**src/hw/rtl/irvrl_pkg.sv**
```systemverilog
// irvrl_pkg: shared types and constants of the infrared range linearizer
// command and status structs between controller and datapath, fixed-point constants,
// and the square-root chain table used by the exponential unit; no dependencies
`default_nettype none

package irvrl_pkg;

    // configuration register indexes
    localparam int unsigned CFG_IDX_W = 3;
    localparam logic [CFG_IDX_W-1:0] REG_RANGE_SLOPE     = 3'd0;
    localparam logic [CFG_IDX_W-1:0] REG_RANGE_INTERCEPT = 3'd1;
    localparam logic [CFG_IDX_W-1:0] REG_DEV_SLOPE       = 3'd2;
    localparam logic [CFG_IDX_W-1:0] REG_DEV_INTERCEPT   = 3'd3;
    localparam logic [CFG_IDX_W-1:0] REG_MAX_RANGE       = 3'd4;

    localparam logic [23:0] RESET_SLOPE     = 24'd65536;
    localparam logic [15:0] RESET_MAX_RANGE = 16'd8000;

    // ln 2 and log2 e in Q30
    localparam logic [29:0] LN2_Q30   = 30'd744261118;
    localparam logic [30:0] LOG2E_Q30 = 31'd1549082005;

    localparam logic [31:0] DEV_ONE = 32'h0001_0000;

    // iteration counts
    localparam logic [5:0] LN_STEPS  = 6'd16;
    localparam logic [5:0] DIV_STEPS = 6'd41;
    localparam logic [5:0] EXP_STEPS = 6'd16;

    typedef logic [31:0] root_tab_t [16];

    // c(0) = 2.0 in Q30, c(i) = isqrt(c(i-1) * 2^30): successive square roots of two
    function automatic root_tab_t exp_root_table();
        root_tab_t   tab;
        logic [63:0] c;
        logic [63:0] n;
        logic [63:0] r;
        logic [63:0] b;
        c = 64'd2 << 30;
        for (int i = 0; i < 16; i++)
        begin
            n = c << 30;
            r = 64'd0;
            b = 64'd1 << 62;
            for (int j = 0; j < 32; j++)
            begin
                if (n >= r + b)
                begin
                    n = n - (r + b);
                    r = (r >> 1) + b;
                end
                else
                begin
                    r = r >> 1;
                end
                b = b >> 2;
            end
            c = r;
            tab[i] = c[31:0];
        end
        return tab;
    endfunction

    typedef struct packed {
        logic load;
        logic ln_init;
        logic ln_sel_dev;
        logic ln_step;
        logic ln_fin;
        logic div_init;
        logic div_step;
        logic exp_load;
        logic exp_sel_dev;
        logic exp_mul;
        logic exp_step;
        logic exp_scale;
        logic range_fin;
        logic check;
        logic dev_mul;
        logic dev_fin;
        logic out_load;
    } cmd_t;

    typedef struct packed {
        logic nr_zero;
        logic in_range;
        logic out_free;
    } status_t;

endpackage

`default_nettype wire

```
**src/hw/rtl/irvrl_ctrl.sv**
```systemverilog
// irvrl_ctrl: sequencer of the linearizer, one-hot state machine and step counter
// depends on irvrl_pkg for the command and status structs
`default_nettype none

module irvrl_ctrl (
    input  wire logic               clk,
    input  wire logic               rst_n,
    input  wire logic               in_valid,
    output logic                    in_stall,
    input  wire irvrl_pkg::status_t st,
    output irvrl_pkg::cmd_t         cmd
);

    typedef enum logic [15:0] {
        S_IDLE      = 16'h0001,
        S_DECIDE    = 16'h0002,
        S_LN_INIT   = 16'h0004,
        S_LN_SQ     = 16'h0008,
        S_LN_FIN    = 16'h0010,
        S_DIV_INIT  = 16'h0020,
        S_DIV       = 16'h0040,
        S_EXP_LOAD  = 16'h0080,
        S_EXP_MUL   = 16'h0100,
        S_EXP_STEP  = 16'h0200,
        S_EXP_SCALE = 16'h0400,
        S_RANGE_FIN = 16'h0800,
        S_CHECK     = 16'h1000,
        S_DEV_MUL   = 16'h2000,
        S_DEV_FIN   = 16'h4000,
        S_OUT       = 16'h8000
    } state_t;

    state_t     state_reg, state_next;
    logic [5:0] cnt_reg, cnt_next;
    logic       phase_dev_reg, phase_dev_next;

    always_ff @(posedge clk or negedge rst_n)
    begin
        if (!rst_n)
        begin
            state_reg     <= S_IDLE;
            cnt_reg       <= 6'd0;
            phase_dev_reg <= 1'b0;
        end
        else
        begin
            state_reg     <= state_next;
            cnt_reg       <= cnt_next;
            phase_dev_reg <= phase_dev_next;
        end
    end

    assign in_stall = (state_reg != S_IDLE);

    always_comb
    begin
        state_next     = state_reg;
        cnt_next       = cnt_reg;
        phase_dev_next = phase_dev_reg;
        cmd            = '0;
        cmd.ln_sel_dev  = phase_dev_reg;
        cmd.exp_sel_dev = phase_dev_reg;
        unique case (state_reg)
            S_IDLE:
            begin
                if (in_valid)
                begin
                    cmd.load       = 1'b1;
                    phase_dev_next = 1'b0;
                    state_next     = S_DECIDE;
                end
            end
            S_DECIDE:
            begin
                // reported range of zero asks for the voltage conversion
                state_next = st.nr_zero ? S_LN_INIT : S_CHECK;
            end
            S_LN_INIT:
            begin
                cmd.ln_init = 1'b1;
                state_next  = S_LN_SQ;
            end
            S_LN_SQ:
            begin
                cmd.ln_step = 1'b1;
                if (cnt_reg == irvrl_pkg::LN_STEPS - 6'd1)
                begin
                    cnt_next   = 6'd0;
                    state_next = S_LN_FIN;
                end
                else
                begin
                    cnt_next = cnt_reg + 6'd1;
                end
            end
            S_LN_FIN:
            begin
                cmd.ln_fin = 1'b1;
                state_next = phase_dev_reg ? S_DEV_MUL : S_DIV_INIT;
            end
            S_DIV_INIT:
            begin
                cmd.div_init = 1'b1;
                state_next   = S_DIV;
            end
            S_DIV:
            begin
                cmd.div_step = 1'b1;
                if (cnt_reg == irvrl_pkg::DIV_STEPS - 6'd1)
                begin
                    cnt_next   = 6'd0;
                    state_next = S_EXP_LOAD;
                end
                else
                begin
                    cnt_next = cnt_reg + 6'd1;
                end
            end
            S_EXP_LOAD:
            begin
                cmd.exp_load = 1'b1;
                state_next   = S_EXP_MUL;
            end
            S_EXP_MUL:
            begin
                cmd.exp_mul = 1'b1;
                state_next  = S_EXP_STEP;
            end
            S_EXP_STEP:
            begin
                cmd.exp_step = 1'b1;
                if (cnt_reg == irvrl_pkg::EXP_STEPS - 6'd1)
                begin
                    cnt_next   = 6'd0;
                    state_next = S_EXP_SCALE;
                end
                else
                begin
                    cnt_next = cnt_reg + 6'd1;
                end
            end
            S_EXP_SCALE:
            begin
                cmd.exp_scale = 1'b1;
                state_next    = phase_dev_reg ? S_DEV_FIN : S_RANGE_FIN;
            end
            S_RANGE_FIN:
            begin
                cmd.range_fin = 1'b1;
                state_next    = S_CHECK;
            end
            S_CHECK:
            begin
                cmd.check = 1'b1;
                if (st.in_range && !st.nr_zero)
                begin
                    phase_dev_next = 1'b1;
                    state_next     = S_LN_INIT;
                end
                else
                begin
                    state_next = S_OUT;
                end
            end
            S_DEV_MUL:
            begin
                cmd.dev_mul = 1'b1;
                state_next  = S_EXP_LOAD;
            end
            S_DEV_FIN:
            begin
                cmd.dev_fin = 1'b1;
                state_next  = S_OUT;
            end
            S_OUT:
            begin
                if (st.out_free)
                begin
                    cmd.out_load = 1'b1;
                    state_next   = S_IDLE;
                end
            end
            default:
            begin
                state_next = S_IDLE;
            end
        endcase
    end

endmodule

`default_nettype wire

```
**config.mk**
```make
export PLATFORM = sky130hd
export DESIGN_NAME = irvrl_ctrl
export DESIGN_NICKNAME = d
export VERILOG_FILES = /design/src/hw/rtl/irvrl_pkg.sv /design/src/hw/rtl/irvrl_ctrl.sv
export SDC_FILE = /design/constraint.sdc
export NUM_CORES = 1
export LEC_CHECK = 0
export BUFFER_PORTS_ARGS = -buffer_cell sky130_fd_sc_hd__buf_2
export CORE_ASPECT_RATIO = 0.8
export CORE_UTILIZATION = 45
export CTS_CLUSTER_SIZE = 8
export DETAILED_ROUTE_END_ITERATION = 10
export PLACE_DENSITY = 0.72
export SYNTH_ARGS = -nofsm -noshare
export SYNTH_HDL_FRONTEND = slang
export SYNTH_SLANG_ARGS = --single-unit
```
**constraint.sdc**
```tcl
create_clock -name clk -period 1.95 [get_ports clk]
set_clock_uncertainty 0.1 [all_clocks]
set_input_delay 0.195 -clock clk [delete_from_list [all_inputs] [get_ports clk]]
set_output_delay 0.195 -clock clk [all_outputs]
set_load 0.02 [all_outputs]
```
# Yosys cells after proc, flatten, opt, wreduce, memory -nomap -nowiden
# Index checks and enable logic that the tools add are counted.
[totals]
ff_bits = 23
latchBits = 0
ram_bits = 0
romBits = 0
inputBits = 6
output_inout_bits = 18
word_cells = 69
mem_count = 0
[op_classes]
n_addsub = 1
mul = 0
n_div = 0
magnitude_cmp = 0
eq_ne = 25
shift = 0
mux = 33
bitwise = 0
n_reduce_logical = 7
[op_table]
columns = ["operator", "count"]
rows = [
  ["16-bit one-hot mux with 16 select lines", 1],
  ["16-bit two-way mux", 6],
  ["1-bit two-way mux", 19],
  ["16-bit by 1-bit equality test with 1-bit output (second input constant)", 1],
  ["16-bit by 10-bit equality test with 1-bit output (second input constant)", 1],
  ["16-bit by 11-bit equality test with 1-bit output (second input constant)", 1],
  ["16-bit by 12-bit equality test with 1-bit output (second input constant)", 1],
  ["16-bit by 13-bit equality test with 1-bit output (second input constant)", 1],
  ["16-bit by 14-bit equality test with 1-bit output (second input constant)", 1],
  ["16-bit by 15-bit equality test with 1-bit output (second input constant)", 1],
  ["16-bit equality test (second input constant)", 1],
  ["16-bit by 2-bit equality test with 1-bit output (second input constant)", 1],
  ["16-bit by 3-bit equality test with 1-bit output (second input constant)", 1],
  ["16-bit by 4-bit equality test with 1-bit output (second input constant)", 1],
  ["16-bit by 5-bit equality test with 1-bit output (second input constant)", 1],
  ["16-bit by 6-bit equality test with 1-bit output (second input constant)", 1],
  ["16-bit by 7-bit equality test with 1-bit output (second input constant)", 1],
  ["16-bit by 8-bit equality test with 1-bit output (second input constant)", 1],
  ["16-bit by 9-bit equality test with 1-bit output (second input constant)", 1],
  ["16-bit by 1-bit inequality test with 1-bit output (second input constant)", 1],
  ["15-bit two-way mux", 1],
  ["14-bit two-way mux", 1],
  ["13-bit two-way mux", 1],
  ["6-bit two-way mux", 2],
  ["12 further kinds", 18],
]

# Depth between registers and ports, before layout
[depth]
word_depth = 4
ltp_mapped = 8
mapped_depth_nobuf = 8

# Least setup slack after synthesis
# Ideal clock, no wire load.
[synth_path]
path_kind = "register to register"
startpoint = "reg state_reg[4]"
endpoint = "reg phase_dev_reg"
setup_time_ps = 139
t_arrival_ps = 2031
required_ps = 1711
setup_slack_ps = -320
stages_incl_launch_ff = 7
path_buffers = 1
period_less_slack_ps = 2270
path_cell_list = "dfrtp_1 buf_6 or4_4 nor4b_4 nand3_2 nor2_1 o21ai_0"
[synth_via]
elab_chain_cells = 3
elab_cells_between_ends = 7
cone_classes = "4 x eq/ne; 1 x mux; 2 x reduce/logical"
[synth_lines]
columns = ["element", "line", "rtl"]
rows = [
  ["start, declared", "irvrl_ctrl.sv:33", "state_t state_reg, state_next;"],
  ["start signal, assigned", "irvrl_ctrl.sv:47", "state_reg <= state_next;"],
  ["16-bit by 13-bit equality test with 1-bit output or 16-bit by 1-bit equality test with 1-bit output (tied branches)", "irvrl_ctrl.sv:63", "unique case (state_reg)"],
  ["2-bit inequality test (no line) or 2-bit nonzero test (tied branches)", "n/a", ""],
  ["3-bit AND reduction (no line)", "n/a", ""],
  ["end signal, assigned", "irvrl_ctrl.sv:49", "phase_dev_reg <= phase_dev_next;"],
  ["end, declared", "irvrl_ctrl.sv:35", "logic phase_dev_reg, phase_dev_next;"],
]
# Parallel ways exist; a longest one is shown, timed or not.
# A chain may end at the register's enable or synchronous reset.

# Worst setup path in the final report
[layout_path]
startpoint = "reg state_reg[4]"
endpoint = "reg cnt_reg[3]"
[layout_via]
elab_chain_cells = 3
elab_cells_between_ends = 6
cone_classes = "3 x eq/ne; 1 x mux; 2 x reduce/logical"
[layout_lines]
columns = ["element", "line", "rtl"]
rows = [
  ["16-bit by 10-bit equality test with 1-bit output or 16-bit by 4-bit equality test with 1-bit output (tied branches)", "irvrl_ctrl.sv:63", ""],
  ["2-bit OR reduction (no line)", "n/a", ""],
  ["6-bit one-hot mux with 2 select lines or 2-bit nonzero test (tied branches)", "n/a", ""],
  ["end signal, assigned", "irvrl_ctrl.sv:48", "cnt_reg <= cnt_next;"],
  ["end, declared", "irvrl_ctrl.sv:34", "logic [5:0] cnt_reg, cnt_next;"],
]
# Parallel ways exist; a longest one is shown, timed or not.

==> results.sh <==
export IMPL_pwr_density_cell_mw_per_mm2=971.7
export IMPL_grt_pass1_wl_mm=9.694
export IMPL_finalSetupViolations=37
export IMPL_slew_headroom_pct=62.31
export IMPL_leakagePower_nw=1.312
export IMPL_io_pins=24
export IMPL_violations="setup timing"
export IMPL_required_ns=2.05
export IMPL_grt_util_all_layers_pct=38.37
export IMPL_seq_power_share_pct=23.6
export IMPL_p_comb_share_pct=63.8
export IMPL_layout_drive_gt1_share_pct=58.37
export IMPL_endpoint_kind="flop"
export IMPL_yosys_area_top_type="dfrtp_1"
export IMPL_syn_cell_area_sq_mm=0.001513
export IMPL_ir_drop_mv=0.5857
export IMPL_start_kind="flop"
export IMPL_syn_area_per_cell_sq_um=9.168
export IMPL_cts_buffers_inserted=3
export IMPL_fmax_mhz=405.6
export IMPL_port_buffer_count=23
export IMPL_vias_per_cell=6.650
export IMPL_antenna_found_initial=0
export IMPL_ant_nets=0
export IMPL_hold_class="in2reg"
export IMPL_post_route_period_util_pct=126.4
export IMPL_largest_reg_flops=16
export IMPL_worstPathMaxFanout=5
export IMPL_placed_area_sq_mm=0.001918
export IMPL_area_delta_synth_final_pct=74.36
export IMPL_clkPwrFrac_pct=12.6
export IMPL_drv_cap=0
export IMPL_final_net_count=266
export IMPL_tightest_slew_ns=0.5654
export IMPL_yosysMostFrequentCell="nor2_1"
export IMPL_cts_sinks=23
export IMPL_path_clk_slew_ns=0.09
export IMPL_ys_top_cells_by_area="dfrtp_1 (36%), nor2_1 (6.9%), xor2_1 (3.5%), nand4_1 (3.3%), nand3_1 (3.0%)"
export IMPL_dp_hpwl_mm=3.147
export IMPL_drc=0
export IMPL_dr_pass1_iters=5
export IMPL_grt_ovfl_total=0
export IMPL_wire_per_inst_microns=24.28
export IMPL_swShare_pct=42.75
export IMPL_start_util_pct=47.98
export IMPL_grt_pass1_vias=1854
export IMPL_die_area_sq_mm=0.003599
export IMPL_synth_edf_count=0
export IMPL_insertion_delay_ns=0.27
export IMPL_via_count=1975
export IMPL_rsz0062_at_grt="true"
export IMPL_htreeDepth=1
export IMPL_synth_top_area_share_pct=36.39
export IMPL_yosysSeqAreaShare_pct=38.13
export IMPL_ys_seq_elements=23
export IMPL_worstPathCellList="or4_4, buf_12, nor2_4, buf_6, buf_6, a41o_1, nand4_1, xor2_1, nor2_1"
export IMPL_cts_tree="yes"
export IMPL_yosys_warnings=0
export IMPL_die_y_microns=53.86
export IMPL_cts_root_buffer="clkbuf_8"
export IMPL_synthesis_instances=165
export IMPL_syn_num_nets=173
export IMPL_finalWirelength_mm=7.210
export IMPL_core_area_sq_mm=0.003153
export IMPL_fillers=155
export IMPL_routabilityCongestion=0.9149
export IMPL_outcome="complete, but fails checks"
export IMPL_finalInstanceArea_sq_mm=0.002638
export IMPL_crit_path_top_delay_cell="or4_4"
export IMPL_clockBufferDepth=2
export IMPL_p_int_mw=1.467
export IMPL_worstSetupPathType="reg2reg"
export IMPL_timing_final_ws_setup_ns=-0.5155
export IMPL_fin_crit_ns=2.466
export IMPL_synthFlopType="dfrtp_1"
export IMPL_ys_types=48
export IMPL_cpPeakStageDelay_ns=0.59
export IMPL_fin_util_pct=83.65
export IMPL_rows=18
export IMPL_cp_data_arrival_time_ns=2.57
export IMPL_synth_top_cells_by_count="nor2_1 (28), dfrtp_1 (22), inv_1 (9), nand3_1 (9)"
export IMPL_hold_violations=0
export IMPL_drt_iter0_drc=255
export IMPL_grt_start_max_net_pins=24
export IMPL_async_flop_share_pct=100.0
export IMPL_slew_viol_final=0
export IMPL_die_w_microns=66.82
export IMPL_cp_common_cell="buf_6"
export IMPL_diodes=0
export IMPL_p_sw_mw=1.096
## path summary, 6_finish.rpt
kind | start | end | slack (ns) | cells past startpoint
setup / recovery | state_reg[4]$_DFFE_PN0P_ | cnt_reg[3]$_DFFE_PN0P_ | -0.52 | 9
hold / removal | st[2] | state_reg[12]$_DFFE_PN0P_ | 0.09 | 2
setup reg to reg | state_reg[4]$_DFFE_PN0P_ | cnt_reg[3]$_DFFE_PN0P_ | -0.52 | 9
hold reg to reg | phase_dev_reg$_DFFE_PN0P_ | state_reg[14]$_DFFE_PN0P_ | 0.45 | 1
max in group asynchronous | rst_n | state_reg[10]$_DFFE_PN0P_ | 1.01 | 2
min in group asynchronous | rst_n | state_reg[13]$_DFFE_PN0P_ | 0.34 | 2
## cells by family (layout without fill, tap and decap cells)
family                   after synthesis  count (layout)  synth area share, %
AND/OR/NAND/NOR                       91              91                36.48
multiplexers                           1               1               0.7444
XOR/XNOR                               8               8                4.632
buffers and inverters                 19             111                7.940
AO/OA/AOI/OAI                         21              21                10.42
flip-flops                            23              23                38.13
adder cells (fa/ha/maj)                2               2                1.654
## cell usage in the layout, fill, tap and decap left out, drive strengths merged, types with 5 or more instances in the layout
cell	Yosys	layout
nand3	10	10
inv	10	10
xor2	6	6
nor2	29	29
nand2	8	8
buf	9	96
dfrtp	22	22
nand4	8	8
nor4	5	5
and3	5	5
o21ai	7	7
## critical path: cells and delay by family (launching register included)
kind / cells / cell delay, ns
flip-flops: 1 / 0.40
AO/OA/AOI/OAI: 1 / 0.27
AND/OR/NAND/NOR: 4 / 1.05
XOR/XNOR: 1 / 0.18
buffers and inverters: 3 / 0.39
## per-stage QoR
| stage | TNS (ns) | worst slack (ns) | hold slack [ns] | std cells | power (mW) |
|---|---|---|---|---|---|
| floorplan | -1.010 | -0.1529 | -0.2006 | 165 | 1.253 |
| global placement | -0.8792 | -0.1382 | 0.09315 | 255 | 1.420 |
| detailed placement | -1.893 | -0.1951 | 0.1128 | 255 | 1.446 |
| CTS | -7.084 | -0.4287 | 0.02151 | 291 | 2.193 |
| global route | -12.21 | -0.5703 | 0.06514 | 297 | 2.633 |
| finish | -10.45 | -0.5155 | 0.09127 | 297 | 2.563 |
## layer usage
metal	vias up	global-route usage, %	wire, microns
met4	0	17.02	335
met1	956	47.38	2567
li1	776	-	-
met3	53	13.14	922
met5	-	0	0
met2	190	61.11	3383
## what timing repair did
item,CTS,global route
hold buffers,1,0
pin swaps,33,24
hold endpoints to repair,22,0
gates cloned,0,0
resized for setup,67,31
setup endpoints to repair,31,36
buffers inserted,31,11
## layout make-up
type,count,area (sq um),share of cell area [%]
multi-input combinational,123,1062,40.28
timing repair buffer,97,860.8,32.64
sequential,23,578.1,21.92
tap,40,50.05,1.898
clock buffer,3,41.29,1.565
inverter,10,37.54,1.423
clock inverter,1,7.507,0.2846
## power by group through the flow
stage               Sequential (mW)  Clock (mW)  Combinational, mW
floorplan                     0.584           0              0.669
global placement              0.597           0              0.823
detailed placement            0.602           0              0.844
CTS                           0.593       0.320               1.28
global route                  0.608       0.339               1.69
finish                        0.605       0.322               1.64
Power figures use the tool's default switching activity.
